===== src/design/kqsb_pkg.sv =====
package kqsb_pkg;

	// Default sizes of the shared slot store and the queue set.
	localparam int SLOT_COUNT  = 64;
	localparam int QUEUE_COUNT = 8;
	localparam int DATA_WIDTH  = 32;

	// Widths of the stream fields.
	localparam int CMD_W   = 2;
	localparam int QIDX_W  = 3;
	localparam int VALUE_W = 32;
	localparam int S_TDATA_W = 40;
	localparam int M_TDATA_W = 40;

	// Command codes carried in the input tuser field.
	localparam logic [CMD_W-1:0] CMD_ENQUEUE = 2'd0;
	localparam logic [CMD_W-1:0] CMD_DEQUEUE = 2'd1;
	localparam logic [CMD_W-1:0] CMD_STATUS  = 2'd2;

endpackage


===== src/design/kqsb_ram.sv =====
module kqsb_ram #(
	parameter int WIDTH = 8,
	parameter int DEPTH = 64
) (
	input  logic                     clk,
	input  logic                     wr_en,
	input  logic [$clog2(DEPTH)-1:0] wr_addr,
	input  logic [WIDTH-1:0]         wr_data,
	input  logic                     rd_en,
	input  logic [$clog2(DEPTH)-1:0] rd_addr,
	output logic [WIDTH-1:0]         rd_data
);

	logic [WIDTH-1:0] mem_q [DEPTH];

	// Read-first: a read and a write of one address in one cycle return the old word.
	always_ff @(posedge clk) begin
		if (wr_en) begin
			mem_q[wr_addr] <= wr_data;
		end
		if (rd_en) begin
			rd_data <= mem_q[rd_addr];
		end
	end

endmodule


===== src/design/k_queues_shared_buffer.sv =====
// k_queues_shared_buffer: several FIFO queues kept as linked lists in one shared slot store.
// A taken command waits in the input stage register until it fires into the output register.
// Throughput: one command per cycle, set by the single pass from the input stage register
// through the pointer logic into the output register; a stalled output holds the input stage.
// Reset (arst_n low, asynchronous) empties every queue and frees every slot at once; no
// clearing pass runs over the slot store, so commands are taken as soon as reset is released.
module k_queues_shared_buffer #(
	parameter int SLOT_COUNT  = kqsb_pkg::SLOT_COUNT,
	parameter int QUEUE_COUNT = kqsb_pkg::QUEUE_COUNT,
	parameter int DATA_WIDTH  = kqsb_pkg::DATA_WIDTH
) (
	input  logic                           clk,
	input  logic                           arst_n,
	// Command stream.
	input  logic                           s_axis_tvalid,
	output logic                           s_axis_tready,
	// Fields from bit 0 up: queue_index (3), value (32, signed), zero fill (5).
	input  logic [kqsb_pkg::S_TDATA_W-1:0] s_axis_tdata,
	// Fields from bit 0 up: command (2).
	input  logic [kqsb_pkg::CMD_W-1:0]     s_axis_tuser,
	// Result stream.
	output logic                           m_axis_tvalid,
	input  logic                           m_axis_tready,
	// Fields from bit 0 up: read_value (32, signed), read_ok (1), write_ok (1),
	// named_queue_empty (1), store_full (1), zero fill (4).
	output logic [kqsb_pkg::M_TDATA_W-1:0] m_axis_tdata
);

	// Slot index, slot count and queue index widths.
	localparam int IW = $clog2(SLOT_COUNT);
	localparam int CW = $clog2(SLOT_COUNT + 1);
	localparam int QW = (QUEUE_COUNT > 1) ? $clog2(QUEUE_COUNT) : 1;
	localparam int VW = kqsb_pkg::VALUE_W;

	// Slots are handed out from two sources. Slots at or above fresh_q were never used and
	// are taken in order. Slots freed by a dequeue are pushed onto a free list that is
	// threaded through the link store itself; free_head_q is its top. The free list holds
	// fresh_q - used_q entries, so no per-slot used bit is needed. Which slot a word lands
	// in never shows at the ports; only the FIFO order per queue does.

	// Queue pointers and occupancy.
	logic [IW-1:0]          head_q [QUEUE_COUNT];
	logic [IW-1:0]          tail_q [QUEUE_COUNT];
	logic [QUEUE_COUNT-1:0] occ_q;
	logic [CW-1:0]          used_q;
	logic [CW-1:0]          fresh_q;
	logic [IW-1:0]          free_head_q;

	// Input stage: the command plus the head of its queue, captured as the stores are read.
	logic                          s1_valid;
	logic [kqsb_pkg::CMD_W-1:0]    cmd_s1;
	logic [kqsb_pkg::QIDX_W-1:0]   qnum_s1;
	logic [DATA_WIDTH-1:0]         val_s1;
	logic [IW-1:0]                 head_s1;
	// Bypass of words written at the very edge the stores were read.
	logic                          byp_a_link_s1;
	logic [IW-1:0]                 byp_a_link_val_s1;
	logic                          byp_a_data_s1;
	logic [DATA_WIDTH-1:0]         byp_a_data_val_s1;
	logic                          byp_b_link_s1;
	logic [IW-1:0]                 byp_b_link_val_s1;

	// Output register.
	logic                          out_valid_q;
	logic [kqsb_pkg::M_TDATA_W-1:0] out_data_q;

	// Store read data.
	logic [DATA_WIDTH-1:0] data_a_rd;
	logic [IW-1:0]         link_a_rd;
	logic [IW-1:0]         link_b_rd;

	// Handshake.
	logic s1_fire;
	logic accept;

	assign s1_fire       = s1_valid && (!out_valid_q || m_axis_tready);
	assign s_axis_tready = !s1_valid || s1_fire;
	assign accept        = s_axis_tvalid && s_axis_tready;
	assign m_axis_tvalid = out_valid_q;
	assign m_axis_tdata  = out_data_q;

	// Incoming word fields.
	logic [kqsb_pkg::QIDX_W-1:0] qnum_in;
	logic [VW-1:0]               value_in;
	logic [DATA_WIDTH-1:0]       value_store;
	logic                        qin_ok;
	logic [QW-1:0]               qin_idx;

	assign qnum_in  = s_axis_tdata[kqsb_pkg::QIDX_W-1:0];
	assign value_in = s_axis_tdata[kqsb_pkg::QIDX_W +: VW];
	assign qin_ok   = 32'(qnum_in) < 32'(QUEUE_COUNT);
	assign qin_idx  = QW'(qnum_in);

	// The store keeps the low DATA_WIDTH bits of the value; a wider store is zero-filled.
	generate
		if (DATA_WIDTH <= VW) begin : g_store_narrow
			assign value_store = value_in[DATA_WIDTH-1:0];
		end else begin : g_store_wide
			assign value_store = {{(DATA_WIDTH - VW){1'b0}}, value_in};
		end
	endgenerate

	// Stage logic, all for the command in the input stage.
	logic                  q_ok;
	logic [QW-1:0]         q_idx;
	logic                  is_enq;
	logic                  is_deq;
	logic                  occ_cur;
	logic [IW-1:0]         tail_cur;
	logic                  free_avail;
	logic                  fresh_avail;
	logic                  do_enq;
	logic                  do_deq;
	logic                  last_elem;
	logic [IW-1:0]         alloc_slot;
	logic [DATA_WIDTH-1:0] data_a;
	logic [IW-1:0]         link_a;
	logic [IW-1:0]         link_b;
	logic                  occ_after;
	logic [CW-1:0]         used_d;
	logic [VW-1:0]         deq_value;
	logic [VW-1:0]         read_value;

	assign q_ok  = 32'(qnum_s1) < 32'(QUEUE_COUNT);
	assign q_idx = QW'(qnum_s1);

	always_comb begin
		is_enq = 1'b0;
		is_deq = 1'b0;
		unique case (cmd_s1)
			kqsb_pkg::CMD_ENQUEUE: is_enq = q_ok;
			kqsb_pkg::CMD_DEQUEUE: is_deq = q_ok;
			default: begin
				// Status query and the unused code change nothing.
			end
		endcase
	end

	assign occ_cur     = q_ok ? occ_q[q_idx] : 1'b0;
	assign tail_cur    = q_ok ? tail_q[q_idx] : '0;
	assign free_avail  = used_q < fresh_q;
	assign fresh_avail = fresh_q < CW'(SLOT_COUNT);
	assign do_enq      = is_enq && (free_avail || fresh_avail);
	assign do_deq      = is_deq && occ_cur;
	assign last_elem   = head_s1 == tail_cur;
	assign alloc_slot  = free_avail ? free_head_q : fresh_q[IW-1:0];

	assign data_a = byp_a_data_s1 ? byp_a_data_val_s1 : data_a_rd;
	assign link_a = byp_a_link_s1 ? byp_a_link_val_s1 : link_a_rd;
	assign link_b = byp_b_link_s1 ? byp_b_link_val_s1 : link_b_rd;

	// Store writes and pointer updates, all taking effect when the stage fires.
	logic                  dw_en;
	logic [IW-1:0]         dw_addr;
	logic [DATA_WIDTH-1:0] dw_data;
	logic                  lw_en;
	logic [IW-1:0]         lw_addr;
	logic [IW-1:0]         lw_data;
	logic                  hd_en;
	logic [IW-1:0]         hd_val;
	logic [IW-1:0]         free_head_d;
	logic [CW-1:0]         fresh_d;

	assign dw_en   = s1_fire && do_enq;
	assign dw_addr = alloc_slot;
	assign dw_data = val_s1;

	// A dequeue pushes the freed head onto the free list; an enqueue behind a tail links
	// the new slot after it. Only one of them happens per command.
	assign lw_en   = s1_fire && (do_deq || (do_enq && occ_cur));
	assign lw_addr = do_deq ? head_s1 : tail_cur;
	assign lw_data = do_deq ? free_head_q : alloc_slot;

	assign hd_en  = s1_fire && ((do_deq && !last_elem) || (do_enq && !occ_cur));
	assign hd_val = do_deq ? link_a : alloc_slot;

	always_comb begin
		free_head_d = free_head_q;
		fresh_d     = fresh_q;
		if (s1_fire && do_deq) begin
			free_head_d = head_s1;
		end else if (s1_fire && do_enq) begin
			if (free_avail) begin
				free_head_d = link_b;
			end else begin
				fresh_d = fresh_q + CW'(1);
			end
		end
	end

	always_comb begin
		used_d = used_q;
		if (do_enq) begin
			used_d = used_q + CW'(1);
		end else if (do_deq) begin
			used_d = used_q - CW'(1);
		end
	end

	assign occ_after = do_enq ? 1'b1 : ((do_deq && last_elem) ? 1'b0 : occ_cur);

	// Dequeued word sign-extended from the stored width to the port width, or cut down to it.
	generate
		if (DATA_WIDTH < VW) begin : g_out_narrow
			assign deq_value = {{(VW - DATA_WIDTH){data_a[DATA_WIDTH-1]}}, data_a};
		end else begin : g_out_wide
			assign deq_value = data_a[VW-1:0];
		end
	endgenerate

	assign read_value = do_deq ? deq_value : '1;

	// Read addresses for the incoming word: the head of its queue and the top of the free
	// list, both as they stand after the command now leaving the input stage.
	logic [IW-1:0] rd_addr_a;
	logic [IW-1:0] rd_addr_b;

	always_comb begin
		rd_addr_a = qin_ok ? head_q[qin_idx] : '0;
		if (hd_en && (qnum_s1 == qnum_in)) begin
			rd_addr_a = hd_val;
		end
	end

	assign rd_addr_b = free_head_d;

	kqsb_ram #(
		.WIDTH(DATA_WIDTH),
		.DEPTH(SLOT_COUNT)
	) u_data_ram (
		.clk    (clk),
		.wr_en  (dw_en),
		.wr_addr(dw_addr),
		.wr_data(dw_data),
		.rd_en  (accept),
		.rd_addr(rd_addr_a),
		.rd_data(data_a_rd)
	);

	// Two copies of the link store, written alike, give the two read ports.
	kqsb_ram #(
		.WIDTH(IW),
		.DEPTH(SLOT_COUNT)
	) u_link_ram_a (
		.clk    (clk),
		.wr_en  (lw_en),
		.wr_addr(lw_addr),
		.wr_data(lw_data),
		.rd_en  (accept),
		.rd_addr(rd_addr_a),
		.rd_data(link_a_rd)
	);

	kqsb_ram #(
		.WIDTH(IW),
		.DEPTH(SLOT_COUNT)
	) u_link_ram_b (
		.clk    (clk),
		.wr_en  (lw_en),
		.wr_addr(lw_addr),
		.wr_data(lw_data),
		.rd_en  (accept),
		.rd_addr(rd_addr_b),
		.rd_data(link_b_rd)
	);

	// Input stage payload and bypass capture.
	always_ff @(posedge clk) begin
		if (accept) begin
			cmd_s1            <= s_axis_tuser;
			qnum_s1           <= qnum_in;
			val_s1            <= value_store;
			head_s1           <= rd_addr_a;
			byp_a_link_s1     <= lw_en && (lw_addr == rd_addr_a);
			byp_a_link_val_s1 <= lw_data;
			byp_a_data_s1     <= dw_en && (dw_addr == rd_addr_a);
			byp_a_data_val_s1 <= dw_data;
			byp_b_link_s1     <= lw_en && (lw_addr == rd_addr_b);
			byp_b_link_val_s1 <= lw_data;
		end
	end

	// Queue pointers need no reset: they are read only for an occupied queue.
	always_ff @(posedge clk) begin
		if (hd_en) begin
			head_q[q_idx] <= hd_val;
		end
		if (s1_fire && do_enq) begin
			tail_q[q_idx] <= alloc_slot;
		end
	end

	// Control state.
	always_ff @(posedge clk or negedge arst_n) begin
		if (!arst_n) begin
			s1_valid    <= 1'b0;
			out_valid_q <= 1'b0;
			occ_q       <= '0;
			used_q      <= '0;
			fresh_q     <= '0;
			free_head_q <= '0;
		end else begin
			if (accept) begin
				s1_valid <= 1'b1;
			end else if (s1_fire) begin
				s1_valid <= 1'b0;
			end
			if (s1_fire) begin
				out_valid_q <= 1'b1;
			end else if (m_axis_tready) begin
				out_valid_q <= 1'b0;
			end
			if (s1_fire) begin
				used_q <= used_d;
				if (do_enq || do_deq) begin
					occ_q[q_idx] <= occ_after;
				end
			end
			fresh_q     <= fresh_d;
			free_head_q <= free_head_d;
		end
	end

	// Result word.
	always_ff @(posedge clk) begin
		if (s1_fire) begin
			out_data_q <= {4'b0000,
				used_d == CW'(SLOT_COUNT),
				!q_ok || !occ_after,
				do_enq,
				do_deq,
				read_value};
		end
	end

endmodule


===== config.mk =====
export PLATFORM = sky130hd
export DESIGN_NAME = k_queues_shared_buffer
export DESIGN_NICKNAME = d
export VERILOG_FILES = /design/src/design/kqsb_pkg.sv /design/src/design/kqsb_ram.sv /design/src/design/k_queues_shared_buffer.sv
export SDC_FILE = /design/constraint.sdc
export NUM_CORES = 2
export LEC_CHECK = 0
export BUFFER_PORTS_ARGS = -buffer_cell sky130_fd_sc_hd__clkbuf_2
export CORE_MARGIN = 10
export CORE_UTILIZATION = 45
export DETAILED_ROUTE_END_ITERATION = 7
export PLACE_DENSITY = 0.65
export SYNTH_ARGS = -nofsm -noshare
export SYNTH_HDL_FRONTEND = slang
export SYNTH_SLANG_ARGS = --single-unit

===== constraint.sdc =====
create_clock -name clk -period 5 [get_ports clk]
set_clock_uncertainty 0.15 [all_clocks]
set_input_delay 0.5 -clock clk [delete_from_list [all_inputs] [get_ports clk]]
set_output_delay 0.5 -clock clk [all_outputs]
set_load 0.01 [all_outputs]

# == Word level (Yosys, flattened, before mapping) ==
# Memories as Yosys holds them, arrays and structs flattened. A register that Yosys moved wholly into a read port is not among the register bits.
# Cells that the tools add are included.
# classes
mux,33
div_mod_pow,0
eq_ne,7
bitwise_logic,2
multipliers,0
reduce_logical,33
order_cmp,4
shifts,0
n_addsub,3
# op_table
operator,count
6-bit two-way mux,10
32-bit two-way mux,1
6-bit equality test,4
1-bit logical AND,17
1-bit two-way mux,16
7-bit by 1-bit adder with 7-bit output (second input constant),2
7-bit two-way mux,2
8-bit bitwise mux,1
7-bit equality test (second input constant),1
7-bit less-than comparator,1
7-bit less-than comparator (second input constant),1
7-bit by 1-bit subtractor with 7-bit output (second input constant),1
1-bit logical OR,6
1-bit logical NOT,5
3-bit by 4-bit less-than comparator with 1-bit output (second input constant),1
2-bit nonzero test,2
1-bit binary-select mux with 3-bit select,1
1-bit demux with 3-bit select,1
3-bit equality test,1
3-bit by 1-bit greater-or-equal comparator with 1-bit output (second input constant),1
3-bit two-way mux,1
3-bit AND reduction,1
2-bit by 1-bit equality test with 1-bit output (second input constant),1
2-bit logical NOT,1
other kinds (2),3
# word_totals
latchBits,0
rom_bits,0
out_inout_bits,42
regBits,150
memories,5
mem_bits_rw,2912
# mem_list
memory,depth,word_bits,rd,rd_clocked_by_memory_dff,write_ports,line_no,rtl
u_data_ram.mem_q,64,32,1,1,1,kqsb_ram.sv:14,logic [WIDTH-1:0] mem_q [DEPTH];
u_link_ram_a.mem_q,64,6,1,1,1,kqsb_ram.sv:14,
u_link_ram_b.mem_q,64,6,1,1,1,kqsb_ram.sv:14,
head_q,8,6,1,0,1,k_queues_shared_buffer.sv:42,logic [IW-1:0] head_q [QUEUE_COUNT];
tail_q,8,6,1,1,1,k_queues_shared_buffer.sv:43,logic [IW-1:0] tail_q [QUEUE_COUNT];

# == Logic depth before layout (Yosys ltp) ==
# depth
ltp_word,10
ltp_mapped,21

# == Hierarchy ==
# A second synthesis with hierarchy kept.
# unflattened
hier_cells,5494
area_unflattened_um2,120202.8
# modules_own_cells
mod,area_each_um2,seq_area_each_um2,n_inst,cells_per_inst
kqsb_ram (u_data_ram),78835.6,62459.9,1,3324
kqsb_ram (u_link_ram_a ...),15285.9,11711.2,2,720
k_queues_shared_buffer,10795.4,7297.0,1,730

# == Worst setup path after synthesis ==
# OpenSTA, ideal clock, no wires.
# synth_timing
path_type,input port to flip-flop
startpoint,input m_axis_tready
endpoint,register u_data_ram.rd_data[1] (read register of u_data_ram.mem_q) (data pin)
t_arrival_ps,4114
path_slack_ps,480
required_time_ps,4595
setup_ps,255
stages,17
cell_sequence,nand2b_1 -> nand2_1 -> inv_1 -> o2111a_1 -> nor2_1 -> or4_1 -> buf_4 -> nand2_8 -> inv_2 -> nand2_2 -> buf_2 -> buf_2 -> buf_1 -> a21oi_1 -> o41ai_1 -> o22ai_1 -> and3_1
# synth_via
elab_chain_len,5
# synth_lines
item,line_no,rtl
"start, declared",k_queues_shared_buffer.sv:23,"input logic m_axis_tready,"
1-bit logical OR *,k_queues_shared_buffer.sv:76,assign s1_fire = s1_valid && (!out_valid_q || m_axis_tready);
1-bit logical AND *,k_queues_shared_buffer.sv:76,
net s1_fire,k_queues_shared_buffer.sv:73,logic s1_fire;
1-bit logical AND,k_queues_shared_buffer.sv:174,assign hd_en = s1_fire && ((do_deq && !last_elem) || (do_enq && !occ_cur));
1-bit logical AND,k_queues_shared_buffer.sv:220,if (hd_en && (qnum_s1 == qnum_in)) begin
6-bit two-way mux,k_queues_shared_buffer.sv:220,
"end, declared",kqsb_ram.sv:11,output logic [WIDTH-1:0] rd_data
# Mark *: on every way through the listed nets, which the timed path passes. The rest lies on a longest branch.
# A chain may end at the register's enable or synchronous reset.

# == Worst setup path after layout ==
# layout_timing
startpoint,register used_q[6]
endpoint,register u_link_ram_a.rd_data[3] (read register of u_link_ram_a.mem_q) (data pin)
# layout_lines
item,line_no,rtl
"start, declared",k_queues_shared_buffer.sv:45,logic [CW-1:0] used_q;
"start signal, assigned",k_queues_shared_buffer.sv:314,used_q <= used_d;
7-bit less-than comparator,k_queues_shared_buffer.sv:141,assign free_avail = used_q < fresh_q;
6-bit two-way mux,k_queues_shared_buffer.sv:146,assign alloc_slot = free_avail ? free_head_q : fresh_q[IW-1:0];
net alloc_slot[0],k_queues_shared_buffer.sv:115,logic [IW-1:0] alloc_slot;
6-bit two-way mux,k_queues_shared_buffer.sv:175,assign hd_val = do_deq ? link_a : alloc_slot;
net hd_val[0],k_queues_shared_buffer.sv:160,logic [IW-1:0] hd_val;
6-bit two-way mux,k_queues_shared_buffer.sv:220,
"end, declared",kqsb_ram.sv:11,
# The timed path passes the listed nets, and every way through them passes these cells.

==> metrics <==
CP required 5.50 ns; Congestion Overflow GR 0; Worst-Margin Slew 1.21 ns; YS warnings 0; final worst-path cycle share 98.8%; Cell Area, Synth 112000 um2; clock latency at the later pin of the worst-skew pair 0.95 ns; vias per cell 6.11; adder-cell share of the synthesized area 0.101%; sequential power share 46.0%; Worst Hold Class input port to async pin; post-synth top area cell edfxtp_1; crit path cell chain ha_1, a21oi_1, o21ai_1, a21oi_2, buf_4, mux2_2, o21a_1, nor4_2, or2_4, buf_12, buf_16, buf_16, mux2i_1, o22ai_1, o311ai_1, a211oi_1; Slew Viols, Final 0; EDFF count, synth 2692; Chip Height 518 um; H-tree depth 5; initial antenna violation count 5; first-pass GRT wire length 478 mm; total number of vias 72500; final instance area 130000 um2; fmax 0.202 GHz; routability cong. 0.870; Num Clock Sinks 2725; CP arrival 5.44 ns; Mean Syn Cell Area 14.2 um2; Final Critical Period 4.94 ns; Initial DRT Pass Iterations 8; largest net degree at the start of global routing 87; Ports 88; post-synthesis register bit count 2725; main combinational cell family by area after synthesis simple AND/OR/NAND/NOR gates; final setup fails 0; fin util 53.0%; Critical Setup Path Class register to register; register area share after synthesis 73.2%; Die ar. 268000 um2; Synth Flop Type edfxtp_1; vias in the first global route 69800; most common cell after layout, fill and taps aside edfxtp_1; IO buf count 78; Logic pwr share 18.2%; cell mode on critical path buf_16; Die X-Extent 518 um; switching fraction of total power 28.1%; DRC Markers 0; Worst Setup Slack, final 0.0613 ns; Pint 41.8 mW; outcome completed; post-synth top area share 72.4%; Hold Fails Final Rpt 0; post-synthesis xor/xnor area fraction 0.275%; nets 8385; row count 182; endpoint type of the worst setup path register; pwr/cell area 445 nW/um2; Clock transition at path regs 0.06 ns; Crit-path slowest cell o311ai_1; Syn Inst Count 7846; FF-to-FF setup slack 0.06 ns; Clk pwr share 35.8%; cell family with most CP delay compound AO/OA/AOI/OAI gates; P&R area growth vs syn 16.9%; clock buffer depth 4; mux contribution to synthesized area 5.33%; placed cell count 11300; CTS tree built; DP Area 120000 um2; most frequent cells in the layout edfxtp_1 (2692), nand2_1 (1671), mux2i_1 (526); CP Buf/Inv Count 4; Core Region 246000 um2; ranking of synthesized cells by area edfxtp_1 (72%), nand2_1 (5.6%), mux2i_1 (4.7%); Pleak 44.8 nW; crit-path max cell delay 0.77 ns; simple-gate share of the synthesized area 10.2%; Distinct cells, synth 82; Initial Util 45.3%; Slew HR 19.0%; Detailed Route Iter0 Violations 10200; Place WS -0.319 ns; Cell Count, Final, Fillers Out 11900; fraction of registers with async set/reset 1.10%; drt total wl 333 mm; Num CTS Buffers 301; gr usage total 23.6%; Compound-Gate Fraction of Synth Area 8.53%; max-cap violations 0; layout cells sized above 1 15.6%; hpwl dp 198 mm; Worst setup SP type register; Fin Hold WS 0.0387 ns; CTS root buf clkbuf_16; Antenna Nets Post-Route 0; worst vdd ir 0.482 mV; Switch Pwr 16.3 mW; CP max FO 13; Wirelength per Cell 28.1 um
per-layer routing:
metal	share of wire (%)	GRT usage, %	vias to the layer above
met2	46	37.1	4273
met3	10	4.16	709
li1	-	-	31100
met1	40	33.0	36400
met5	0	0	-
met4	4.0	8.77	0
worst reg2reg max path: stages, from the launching register on:
cell and delay, ns:
dfrtp_1 0.42, ha_1 0.33, a21oi_1 0.15, o21ai_1 0.12, a21oi_2 0.18, buf_4 0.19, mux2_2 0.35, o21a_1 0.20
nor4_2 0.29, or2_4 0.22, buf_12 0.19, buf_16 0.24, buf_16 0.24, mux2i_1 0.31, o22ai_1 0.11, o311ai_1 0.77
a211oi_1 0.17
cells in the mapped netlist, types with 26 or more instances:
library cell,number
buf_1,51
mux2i_1,528
clkbuf_1,253
o221ai_1,115
o22ai_1,85
o221a_2,56
o32a_1,30
o21ai_0,73
dfrtp_1,30
and3_1,241
buf_2,193
nor3_1,33
edfxtp_1,2692
a311oi_1,173
buf_4,43
a211oi_1,161
a31oi_1,117
nor2_1,186
nor4_1,93
nand2_1,1673
nand3_1,223
nor4b_1,26
a21oi_1,377
power by group through the flow:
stage	Sequential [mW]	Clock [mW]	Combinational, mW
after global placement	27.2	0	10.0
final	26.7	20.8	10.6
after CTS	26.7	21.0	10.3
after detailed placement	27.2	0	10.2
after floorplan	27.3	0	5.39
after global routing	26.7	22.0	11.1
sequential cells by signal, indices dropped and copies added (netlist names), 7 cells and up, named ones only:
register            count
m_axis_tdata           36
occ_q                   8
dw_data                32
u_data_ram.rd_data     32
u_data_ram.mem_q     2048
used_q                  7
u_link_ram_a.mem_q    174
fresh_q                 7
u_link_ram_b.mem_q    210
tail_q                 48
byp_a_data_val_s1      32
head_q                 48
stage by stage:
stage                     setup TNS [ns]  power, mW
after floorplan                        0       32.7
after global placement            -0.905       37.2
after detailed placement           -1.11       37.4
after CTS                              0       58.0
after global routing             -0.0489       59.8
final                                  0       58.1
cells by family after synthesis:
logic type,after synthesis
AOI/OAI and AO/OA,1336
xor gates and xnor gates,35
adders and majority gates,9
buffers and inverters,585
DFF,2725
muxes,566
other,1
and+or+nand+nor,2589
repair_timing:
| action | 4_1_cts | 5_1_grt |
|---|---|---|
| hold buffers | 39 | 0 |
| pin swaps | 1 | 4 |
| endpoints found under the setup margin | 15 | 75 |
| cloned | 0 | 8 |
| endpoints found under the hold margin | 69 | 0 |
| gates resized for setup | 12 | 47 |
| buffers inserted | 1 | 11 |
area by class of cell:
type	instances	area (um2)
clock buffers	363	7880
clock inverters	157	1220
well taps	3312	4140
inverters	32	158
diodes	2	5.00
multi-input cells	4539	28100
fillers	19900	116000
repair buffers	731	7340
flip-flops and latches	2725	81600
worst paths after layout:
kind                                   startpoint                           endpoint  cells after the start
min                                        arst_n              used_q[5]$_DFFE_PN0P_                      2
max reg2reg                 used_q[6]$_DFFE_PN0P_  u_link_ram_a.rd_data[3]$_DFFE_PP_                     16
min reg2reg                fresh_q[5]$_DFFE_PN0P_             fresh_q[5]$_DFFE_PN0P_                      1
max in group asynchronous                  arst_n               occ_q[3]$_DFFE_PN0P_                      2
min in group clk                  s_axis_tdata[0]                 q_idx[0]$_DFFE_PP_                      1
max                         used_q[6]$_DFFE_PN0P_  u_link_ram_a.rd_data[3]$_DFFE_PP_                     16
(Power assumes the default switching activity.)
